### config.mk
export PLATFORM = sky130hd
export DESIGN_NAME = cpu_word_divide_unit
export DESIGN_NICKNAME = d
export VERILOG_FILES = /design/src/hw/rtl/cwdu_pkg.sv /design/src/hw/rtl/cwdu_div_stage.sv /design/src/hw/rtl/cpu_word_divide_unit.sv
export SDC_FILE = /design/constraint.sdc
export NUM_CORES = 2
export LEC_CHECK = 0
export BUFFER_PORTS_ARGS = -buffer_cell sky130_fd_sc_hd__buf_2
export CORE_MARGIN = 8
export CORE_UTILIZATION = 46
export CTS_BUF_LIST = sky130_fd_sc_hd__clkbuf_4
export CTS_CLUSTER_DIAMETER = 40
export DETAILED_ROUTE_END_ITERATION = 8
export MAX_ROUTING_LAYER = met4
export SYNTH_ARGS = -nofsm -noshare
export SYNTH_HDL_FRONTEND = slang
export SYNTH_SLANG_ARGS = --single-unit
### constraint.sdc
create_clock -name i_clk -period 12.48 [get_ports i_clk]
set_input_delay 1.872 -clock i_clk [delete_from_list [all_inputs] [get_ports i_clk]]
set_output_delay 1.872 -clock i_clk [all_outputs]
set_load 0.005 [all_outputs]
### src/hw/rtl/cwdu_pkg.sv
// ----------------------------------------------------------------------------
// cwdu_pkg
// Shared types and constants for the word divide unit: operand widths,
// operation codes, quotient limits and the state that one item carries
// down the divider pipeline.
// ----------------------------------------------------------------------------
package cwdu_pkg;

    localparam int CWDU_DIVIDEND_W     = 32;
    localparam int CWDU_DIVISOR_W      = 16;
    localparam int CWDU_BITS_PER_STAGE = 4;

    localparam logic CWDU_OP_DIVU = 1'b0;
    localparam logic CWDU_OP_DIVS = 1'b1;

    localparam logic [CWDU_DIVIDEND_W-1:0] CWDU_QMAX_POS = 32'h0000_7fff;
    localparam logic [CWDU_DIVIDEND_W-1:0] CWDU_QMAX_NEG = 32'h0000_8000;

    typedef struct packed {
        logic [CWDU_DIVISOR_W-1:0]  rem;
        logic [CWDU_DIVIDEND_W-1:0] sh;
        logic [CWDU_DIVISOR_W-1:0]  av;
        logic                       op;
        logic                       neg_q;
        logic                       neg_r;
        logic                       dz;
    } t_div_state;

endpackage

### src/hw/rtl/cwdu_div_stage.sv
// ----------------------------------------------------------------------------
// cwdu_div_stage
// One register stage of the restoring divider. It retires a fixed number of
// quotient bits per item and holds its item while the next stage stalls.
// ----------------------------------------------------------------------------
module cwdu_div_stage #(
    parameter int BITS = cwdu_pkg::CWDU_BITS_PER_STAGE
) (
    input  logic                 i_clk,
    input  logic                 i_rst_n,
    input  logic                 i_valid,
    output logic                 o_stall,
    input  cwdu_pkg::t_div_state i_state,
    output logic                 o_valid,
    input  logic                 i_stall,
    output cwdu_pkg::t_div_state o_state
);
    import cwdu_pkg::*;

    t_div_state r_state;
    t_div_state n_state;
    logic       r_valid;

    always_comb begin
        logic [CWDU_DIVISOR_W:0] trial;
        logic                    qbit;
        n_state = i_state;
        for (int k = 0; k < BITS; k++) begin
            trial = {n_state.rem, n_state.sh[CWDU_DIVIDEND_W-1]};
            if (trial >= {1'b0, n_state.av}) begin
                trial = trial - {1'b0, n_state.av};
                qbit  = 1'b1;
            end else begin
                qbit  = 1'b0;
            end
            n_state.rem = trial[CWDU_DIVISOR_W-1:0];
            n_state.sh  = {n_state.sh[CWDU_DIVIDEND_W-2:0], qbit};
        end
    end

    assign o_stall = r_valid && i_stall;

    always_ff @(posedge i_clk) begin
        if (!i_rst_n) begin
            r_valid <= 1'b0;
        end else if (!o_stall) begin
            r_valid <= i_valid;
        end
    end

    always_ff @(posedge i_clk) begin
        if (i_valid && !o_stall) begin
            r_state <= n_state;
        end
    end

    assign o_valid = r_valid;
    assign o_state = r_state;

endmodule

### src/hw/rtl/cpu_word_divide_unit.sv
// Throughput: one item per cycle while the output is not stalled; the divider is a
// chain of register stages, each retiring BITS_PER_STAGE quotient bits with its own
// compare and subtract. A stall holds only the stages that are full, so bubbles
// are squeezed out. Reset (synchronous, active low) clears every valid bit; the
// payload is not reset.
// ----------------------------------------------------------------------------
// cpu_word_divide_unit
// Pipelined 32 by 16 word divide, unsigned or signed, with the packed
// remainder and quotient and the V, C, N and Z flags of the item.
// ----------------------------------------------------------------------------
module cpu_word_divide_unit #(
    parameter int BITS_PER_STAGE = cwdu_pkg::CWDU_BITS_PER_STAGE
) (
    input  logic                                 i_clk,
    input  logic                                 i_rst_n,
    input  logic                                 i_valid,
    output logic                                 o_stall,
    input  logic                                 i_operation,
    input  logic [cwdu_pkg::CWDU_DIVIDEND_W-1:0] i_dividend,
    input  logic [cwdu_pkg::CWDU_DIVISOR_W-1:0]  i_divisor,
    output logic                                 o_valid,
    input  logic                                 i_stall,
    output logic [cwdu_pkg::CWDU_DIVIDEND_W-1:0] o_packed_result,
    output logic                                 o_write_enable,
    output logic                                 o_overflow_flag,
    output logic                                 o_carry_flag,
    output logic                                 o_negative_flag,
    output logic                                 o_zero_flag,
    output logic                                 o_nz_update,
    output logic                                 o_divide_by_zero
);
    import cwdu_pkg::*;

    localparam int NSTAGES = CWDU_DIVIDEND_W / BITS_PER_STAGE;
    localparam int DW      = CWDU_DIVIDEND_W;
    localparam int VW      = CWDU_DIVISOR_W;

    t_div_state r_s0;
    t_div_state n_s0;
    logic       r_s0_valid;
    logic       s0_stall;

    t_div_state st_state [NSTAGES+1];
    logic       st_valid [NSTAGES+1];
    logic       st_stall [NSTAGES+1];

    logic          r_out_valid;
    logic [DW-1:0] r_packed;
    logic          r_we;
    logic          r_ovf;
    logic          r_neg;
    logic          r_zero;
    logic          r_upd;
    logic          r_dz;

    logic [DW-1:0] n_packed;
    logic          n_we;
    logic          n_ovf;
    logic          n_neg;
    logic          n_zero;
    logic          n_upd;
    logic          n_dz;

    // Operand conditioning: magnitudes and result signs.
    always_comb begin
        logic dvd_neg;
        logic dvs_neg;
        dvd_neg = (i_operation == CWDU_OP_DIVS) && i_dividend[DW-1];
        dvs_neg = (i_operation == CWDU_OP_DIVS) && i_divisor[VW-1];
        n_s0.rem   = '0;
        n_s0.sh    = dvd_neg ? (DW'(0) - i_dividend) : i_dividend;
        n_s0.av    = dvs_neg ? (VW'(0) - i_divisor) : i_divisor;
        n_s0.op    = i_operation;
        n_s0.neg_q = dvd_neg != dvs_neg;
        n_s0.neg_r = dvd_neg;
        n_s0.dz    = (i_divisor == '0);
    end

    assign o_stall = r_s0_valid && s0_stall;

    always_ff @(posedge i_clk) begin
        if (!i_rst_n) begin
            r_s0_valid <= 1'b0;
        end else if (!o_stall) begin
            r_s0_valid <= i_valid;
        end
    end

    always_ff @(posedge i_clk) begin
        if (i_valid && !o_stall) begin
            r_s0 <= n_s0;
        end
    end

    assign st_state[0] = r_s0;
    assign st_valid[0] = r_s0_valid;
    assign s0_stall    = st_stall[0];

    for (genvar g = 0; g < NSTAGES; g++) begin : g_div
        cwdu_div_stage #(
            .BITS (BITS_PER_STAGE)
        ) u_stage (
            .i_clk   (i_clk),
            .i_rst_n (i_rst_n),
            .i_valid (st_valid[g]),
            .o_stall (st_stall[g]),
            .i_state (st_state[g]),
            .o_valid (st_valid[g+1]),
            .i_stall (st_stall[g+1]),
            .o_state (st_state[g+1])
        );
    end

    assign st_stall[NSTAGES] = r_out_valid && i_stall;

    // Sign correction, overflow check and flags.
    always_comb begin
        t_div_state    s;
        logic [DW-1:0] q;
        logic [VW-1:0] r;
        logic [VW-1:0] q16;
        logic [VW-1:0] r16;
        logic          ovf;
        s   = st_state[NSTAGES];
        q   = s.sh;
        r   = s.rem;
        if (s.op == CWDU_OP_DIVU) begin
            ovf = |q[DW-1:VW];
        end else if (s.neg_q) begin
            ovf = q > CWDU_QMAX_NEG;
        end else begin
            ovf = q > CWDU_QMAX_POS;
        end
        q16 = s.neg_q ? (VW'(0) - q[VW-1:0]) : q[VW-1:0];
        r16 = s.neg_r ? (VW'(0) - r) : r;
        n_dz     = s.dz;
        n_ovf    = !s.dz && ovf;
        n_we     = !s.dz && !ovf;
        n_upd    = n_we;
        n_packed = n_we ? {r16, q16} : '0;
        n_neg    = n_we && q16[VW-1];
        n_zero   = n_we && (q16 == '0);
    end

    always_ff @(posedge i_clk) begin
        if (!i_rst_n) begin
            r_out_valid <= 1'b0;
        end else if (!st_stall[NSTAGES]) begin
            r_out_valid <= st_valid[NSTAGES];
        end
    end

    always_ff @(posedge i_clk) begin
        if (st_valid[NSTAGES] && !st_stall[NSTAGES]) begin
            r_packed <= n_packed;
            r_we     <= n_we;
            r_ovf    <= n_ovf;
            r_neg    <= n_neg;
            r_zero   <= n_zero;
            r_upd    <= n_upd;
            r_dz     <= n_dz;
        end
    end

    assign o_valid          = r_out_valid;
    assign o_packed_result  = r_packed;
    assign o_write_enable   = r_we;
    assign o_overflow_flag  = r_ovf;
    assign o_carry_flag     = 1'b0;
    assign o_negative_flag  = r_neg;
    assign o_zero_flag      = r_zero;
    assign o_nz_update      = r_upd;
    assign o_divide_by_zero = r_dz;

`ifndef SYNTHESIS
    a_one_outcome: assert property (@(posedge i_clk) disable iff (!i_rst_n)
        o_valid |-> $countones({o_write_enable, o_overflow_flag, o_divide_by_zero}) == 1)
        else $error("An item must write, overflow or divide by zero, exactly one of these.");

    a_upd_follows_we: assert property (@(posedge i_clk) disable iff (!i_rst_n)
        o_valid |-> o_nz_update == o_write_enable)
        else $error("N and Z must be updated exactly when the result is written.");

    a_quiet_when_no_write: assert property (@(posedge i_clk) disable iff (!i_rst_n)
        (o_valid && !o_write_enable) |->
            (o_packed_result == '0 && !o_negative_flag && !o_zero_flag))
        else $error("An item that writes nothing must carry a cleared result.");

    a_stall_only_when_full: assert property (@(posedge i_clk) disable iff (!i_rst_n)
        o_stall |-> (r_s0_valid && r_out_valid && i_stall))
        else $error("The input may only stall when the pipeline holds items back.");
`endif

endmodule

==> After elaboration in Yosys (flattened, before gate mapping) <==
Index checks and enable logic that the tools add are counted.
W data, S select, Z words.
{ "word_totals": {"reg_bits": 627, "latchBits": 0, "ram_bits": 0, "output_inout_bits": 41, "mem_count": 0, "in_bits": 53, "wordCells": 259, "romBits": 0} }
{ "op_classes": {"n_reduce_logical": 41, "n_shift": 0, "addsub": 36, "div": 0, "n_lt_le_gt_ge": 34, "n_eq_ne": 1, "mul": 0, "n_bitwise": 0, "muxes": 70} }
{ "op_table": {"columns": ["op", "n"], "rows": [
  ["$mux W16", 35],
  ["$ge A17 B16 Y1", 31],
  ["$sub A16 B16 Y16", 31],
  ["$sub A1 B16 Y16 const A", 3],
  ["$mux W1", 34],
  ["$gt A32 B15 Y1 const B", 1],
  ["$gt A32 B16 Y1 const B", 1],
  ["$logic_not A16 Y1", 2],
  ["$mux W32", 1],
  ["$sub A1 B32 Y32 const A", 1],
  ["$logic_and A1 B1 Y1", 26],
  ["$ge A1 B16 Y1", 1],
  ["$reduce_or A16 Y1", 1],
  ["$sub A1 B16 Y16", 1],
  ["$logic_not A1 Y1", 12],
  ["$ne A1 B1 Y1", 1]
]} }

==> Logic depth before layout (Yosys ltp) <==
{ "logic_depth": {"depth_word": 12, "depth_mapped": 53, "mapped_depth_nobuf": 47} }

==> Hierarchy <==
Synthesis repeated with hierarchy kept, for this count alone.
{ "hier_totals": {"cells_unflattened": 5219, "area_unflattened_um2": 52942.0} }
{ "modules_own_cells": {"columns": ["mod", "instances", "area_each_um2", "cells_per_inst", "seq_area_each_um2"], "rows": [
  ["cwdu_div_stage at g_div[1].u_stage ...", 4, 6033.3, 598, 2062.0],
  ["cwdu_div_stage at g_div[0].u_stage ...", 2, 6015.8, 610, 2062.0],
  ["cwdu_div_stage at g_div[4].u_stage", 1, 6035.8, 598, 2062.0],
  ["cwdu_div_stage at g_div[3].u_stage", 1, 5873.1, 583, 2062.0],
  ["cpu_word_divide_unit", 1, 4868.4, 426, 2712.6]
]} }

==> Least setup slack after synthesis <==
Ideal clock, no wire load.
{ "synth_path": {"kind": "reg-to-reg", "startpoint": "register g_div[4].u_stage.r_state (netlist bit g_div[4].u_stage.o_state[5])", "endpoint": "register g_div[5].u_stage.r_state (netlist bit g_div[5].u_stage.o_state[59]) (data pin)", "stages_incl_launch_ff": 47, "slack_ns": 1.791, "path_buffers": 3, "setup_time_ns": 0.260, "period_less_slack_ns": 10.689, "t_arrival_ns": 10.429, "required_time_ns": 12.220, "cell_sequence": "edfxtp_1 > inv_1 > ha_1 > nor2b_1 > o31a_1 > o21a_1 > o21ai_1 > a31oi_1 > nor2_1 > inv_2 > o21ai_0 > inv_1 > ha_1 > nor2b_1 > o211ai_1 > nand3_1 > a2111oi_0 > o21a_1 > [... 11 more ...] > o41ai_1 > a21oi_1 > a311o_1 > clkbuf_1 > a21oi_1 > ha_1 > nor2b_1 > o21ai_0 > a21boi_0 > o21ai_0 > a2111oi_0 > o31ai_1 > nand2b_1 > a221oi_1 > o21ai_0 > a211oi_4 > buf_2 > mux2_2"} }
{ "synth_lines": {"columns": ["element", "line", "text"], "rows": [
  ["from (decl)", "cwdu_div_stage.sv:20", "t_div_state r_state;"],
  ["from (signal assigned)", "cwdu_div_stage.sv:53", "r_state <= n_state;"],
  ["to (signal assigned)", "cwdu_div_stage.sv:53", null],
  ["to (decl)", "cwdu_div_stage.sv:20", null]
]} }

==> impl_metrics.py <==
metrics = {
    "logic_synthesis": {
        "ys_types": 106,
        "synth_top_area_frac": 0.376,
        "synth_area_leader_cell": "edfxtp_1",
        "syn_area_per_cell_um2": 10.0,
        "synth.area.top_cells": "edfxtp_1 38%, ha_1 13%, mux2_2 6.0%",
        "netlist_top_cells_count": "617 x edfxtp_1, 503 x ha_1, 376 x nor2_1, 375 x a21oi_1, 365 x inv_1",
        "ys_warn_count": 0,
        "ys_async_sr_fraction": 0,
        "synth.most_common_cell": "edfxtp_1",
        "synth_edf_count": 617,
        "netlist_area_um2": 49300,
        "synthCells": 4923,
        "synth_seq_cells": 627,
        "synth-main-ff-cell": "edfxtp_1",
        "ys_seq_area_frac": 0.380,
        "synth_fp_nets": 5510,
    },
    "critical_path": {
        "rr_worst_depth": 43,
        "required_ps": 13230,
        "crit_top_cell": "a21oi_1",
        "slowest_delay_ps": 550,
        "crit_path_start_kind": "flop",
        "r2r_start": "g_div[0].u_stage.o_state[5]$_DFFE_PP_",
        "crit_path_end_kind": "flop",
        "critPathSlowestCell": "or3b_1",
        "critPathMaxFanout": 17,
        "cp_data_arrival_time_ps": 12390,
        "crit_end": "g_div[1].u_stage.o_state[54]$_DFFE_PP_",
        "r2r_slack_ps": 840,
        "rr_endpoint": "g_div[1].u_stage.o_state[54]$_DFFE_PP_",
        "crit_path_start": "g_div[0].u_stage.o_state[5]$_DFFE_PP_",
        "critPathKind": "flop to flop",
    },
    "floorplanning": {
        "die_w_um": 343,
        "initial_core_util": 0.462,
        "core_um2": 107000,
        "num_rows": 120,
        "ios": 94,
        "die_area_um2": 118000,
        "die_y_um": 343,
    },
    "sta": {
        "tightest_slew_ps": 984,
        "max-slew-margin-rel": 0.344,
        "fmax_ghz": 0.0859,
        "hold_ws_ps": 358,
        "min_period_ps": 11640,
        "rsz0062_at_grt": "false",
        "fin_skew_ps": 110,
        "finalCritPeriodShare": 0.932,
        "setup_tns_ps": 0,
        "slew_violations": 0,
        "setup_viol": 0,
        "fin_ws_ps": 845,
        "hold_viol": 0,
    },
    "grt": {
        "grt_max_degree": 69,
        "grt_antenna_before_repair": 5,
        "grt_pass1_wl_um": 199000,
        "overflow": 0,
        "grt.total_usage": 0.217,
        "grt_pass1_vias": 36474,
    },
    "power_and_ir_drop": {
        "irDropWorstVdd_mv": 0.128,
        "powerDensity_nw_per_um2": 147,
        "total_power_mw": 7.92,
        "p_leak_nw": 22.1,
    },
    "detailed_routing": {
        "wl_per_cell_um": 19.0,
        "drt-initial-drc-count": 2547,
        "drc": 0,
        "vias_per_cell": 5.65,
        "routed_wl_um": 127000,
        "vias": 37764,
        "drtAntennaViolNets": 0,
        "drt-pass1-iter-count": 6,
    },
    "clock_network": {
        "cts_root_buf": "clkbuf_4",
        "cts_tree": "yes",
        "cts.clk_slew.worst_paths_ps": 70,
        "hold_buffers": 0,
        "cts.sinks": 627,
        "cts_htree_levels": 4,
        "ctsLongestPathBuffers": 3,
        "cts_made_buffers": 164,
        "clock_latency_ps": 1050,
    },
    "placement": {
        "gp_congestion": 0.914,
        "placed_area_um2": 51500,
        "pre_cts_slack_ps": 201,
        "numPortBuffers": 92,
        "dp.cells": 6380,
        "hpwl_um": 101000,
    },
    "layout": {
        "drive_above_1_share": 0.140,
        "fill_cells": 9924,
        "area_growth_pct": 9.13,
        "fin_area_um2": 53800,
        "fin_cells": 6679,
        "finalNetCount": 5734,
        "utilization": 0.504,
    },
    "job": {
        "timing.max_cap.violations": 0,
    },
    "hold_path": {
        "holdCritPathClass": "flop to flop",
    },
    "run_status": {
        "status": "finished clean",
    },
}
==> power by group <==
group / internal (mW) / switching [mW] / total [mW]
sequential: 2.49 / 0.0348 / 2.53
combinational: 1.64 / 1.92 / 3.56
clock: 0.939 / 0.892 / 1.83
total: 5.08 / 2.85 / 7.92
==> critical path: cells and delay by family (launching register included) <==
family | cells | cell delay [ps]
buffers and inverters | 6 | 1280
flip-flops | 1 | 500
multiplexers | 3 | 1000
AND/OR/NAND/NOR | 8 | 1880
AO/OA/AOI/OAI | 22 | 5380
adder cells (fa/ha/maj) | 4 | 1300
==> layer usage <==
metal / vias up / part of all wire / GRT usage
met4: 0 / 0.035 / 0.0826
met5: - / 0 / -
li1: 18939 / - / -
met1: 17734 / 0.46 / 0.280
met2: 862 / 0.47 / 0.347
met3: 229 / 0.042 / 0.0301
==> state kept, by name (all words and copies together) (netlist names) <==
register               count
g_div.u_stage.o_state    528
r_s0                      52
o_packed_result           32
g_div.u_stage.o_valid      8
o_divide_by_zero           1
o_negative_flag            1
o_nz_update                1
o_overflow_flag            1
o_valid                    1
o_zero_flag                1
r_s0_valid                 1
==> cell type report <==
type	instances	area, µm²	share of cell area
clock inverter	62	459	0.00854
inverter	369	1390	0.0259
timing repair buffer	138	818	0.0152
antenna	3	7.51	0.000140
multi-input combinational	3846	28900	0.537
sequential	627	18700	0.348
clock buffer	230	1730	0.0321
tap	1403	1760	0.0326
timing repair inverter	1	5.00	0.0000931
==> placed cells by master, fill, tap and decap left out, types with 25 or more instances in the layout <==
cell type	synthesis	final
a21o_1	137	137
xnor2_1	254	254
a211oi_1	33	33
a21boi_0	51	47
nor3_1	81	81
nand4_1	84	84
nor4_1	49	49
and3_1	41	41
clkinv_1	0	37
mux2i_1	49	49
inv_1	365	364
edfxtp_1	617	617
buf_2	15	92
nand3_1	84	84
nand2_1	315	315
fa_1	31	31
or3_1	25	25
o21ai_0	261	254
xor2_1	151	151
clkbuf_4	0	230
ha_1	503	503
nand2b_1	49	49
o211ai_1	27	27
o21bai_1	46	46
o21a_1	82	82
o31ai_1	34	34
a31oi_1	34	33
a21oi_1	375	374
nor2_1	376	376
mux2_2	264	264
nor2b_1	88	83
buf_4	7	45
==> kinds of logic (layout without fill, tap and decap cells) <==
kind of cell,Yosys count,in the layout,share of synthesized area
simple gates,1307,1307,0.130
compound gates,1285,1285,0.171
flops,627,627,0.380
fa+ha+maj,534,534,0.140
buf+inv,450,800,0.0360
xor+xnor,405,405,0.0720
mux,314,314,0.0705
other cells,1,4,0.0000761
==> worst min path at each step <==
stage | start | endpoint | slack [ps] | depth (start not counted)
finish | g_div[3].u_stage.o_state[47]$_DFFE_PP_ | g_div[4].u_stage.o_state[51]$_DFFE_PP_ | 360 | 0
CTS | g_div[3].u_stage.o_state[47]$_DFFE_PP_ | g_div[4].u_stage.o_state[51]$_DFFE_PP_ | 350 | 0
global route | g_div[3].u_stage.o_state[47]$_DFFE_PP_ | g_div[4].u_stage.o_state[51]$_DFFE_PP_ | 380 | 0
global placement | g_div[1].u_stage.o_state[20]$_DFFE_PP_ | g_div[2].u_stage.o_state[24]$_DFFE_PP_ | 400 | 0
detailed placement | r_s0[3]$_DFFE_PP_ | g_div[0].u_stage.o_state[3]$_DFFE_PP_ | 400 | 0
floorplan | r_s0[0]$_DFFE_PP_ | g_div[0].u_stage.o_state[0]$_DFFE_PP_ | 400 | 0
==> what timing repair did <==
item / CTS / global route
setup endpoints to repair: 0 / 50
buffers inserted: 0 / 3
endpoints found under the hold margin: 0 / 0
resized for setup: 0 / 12
No activity file was read; power rests on OpenSTA's default activity.
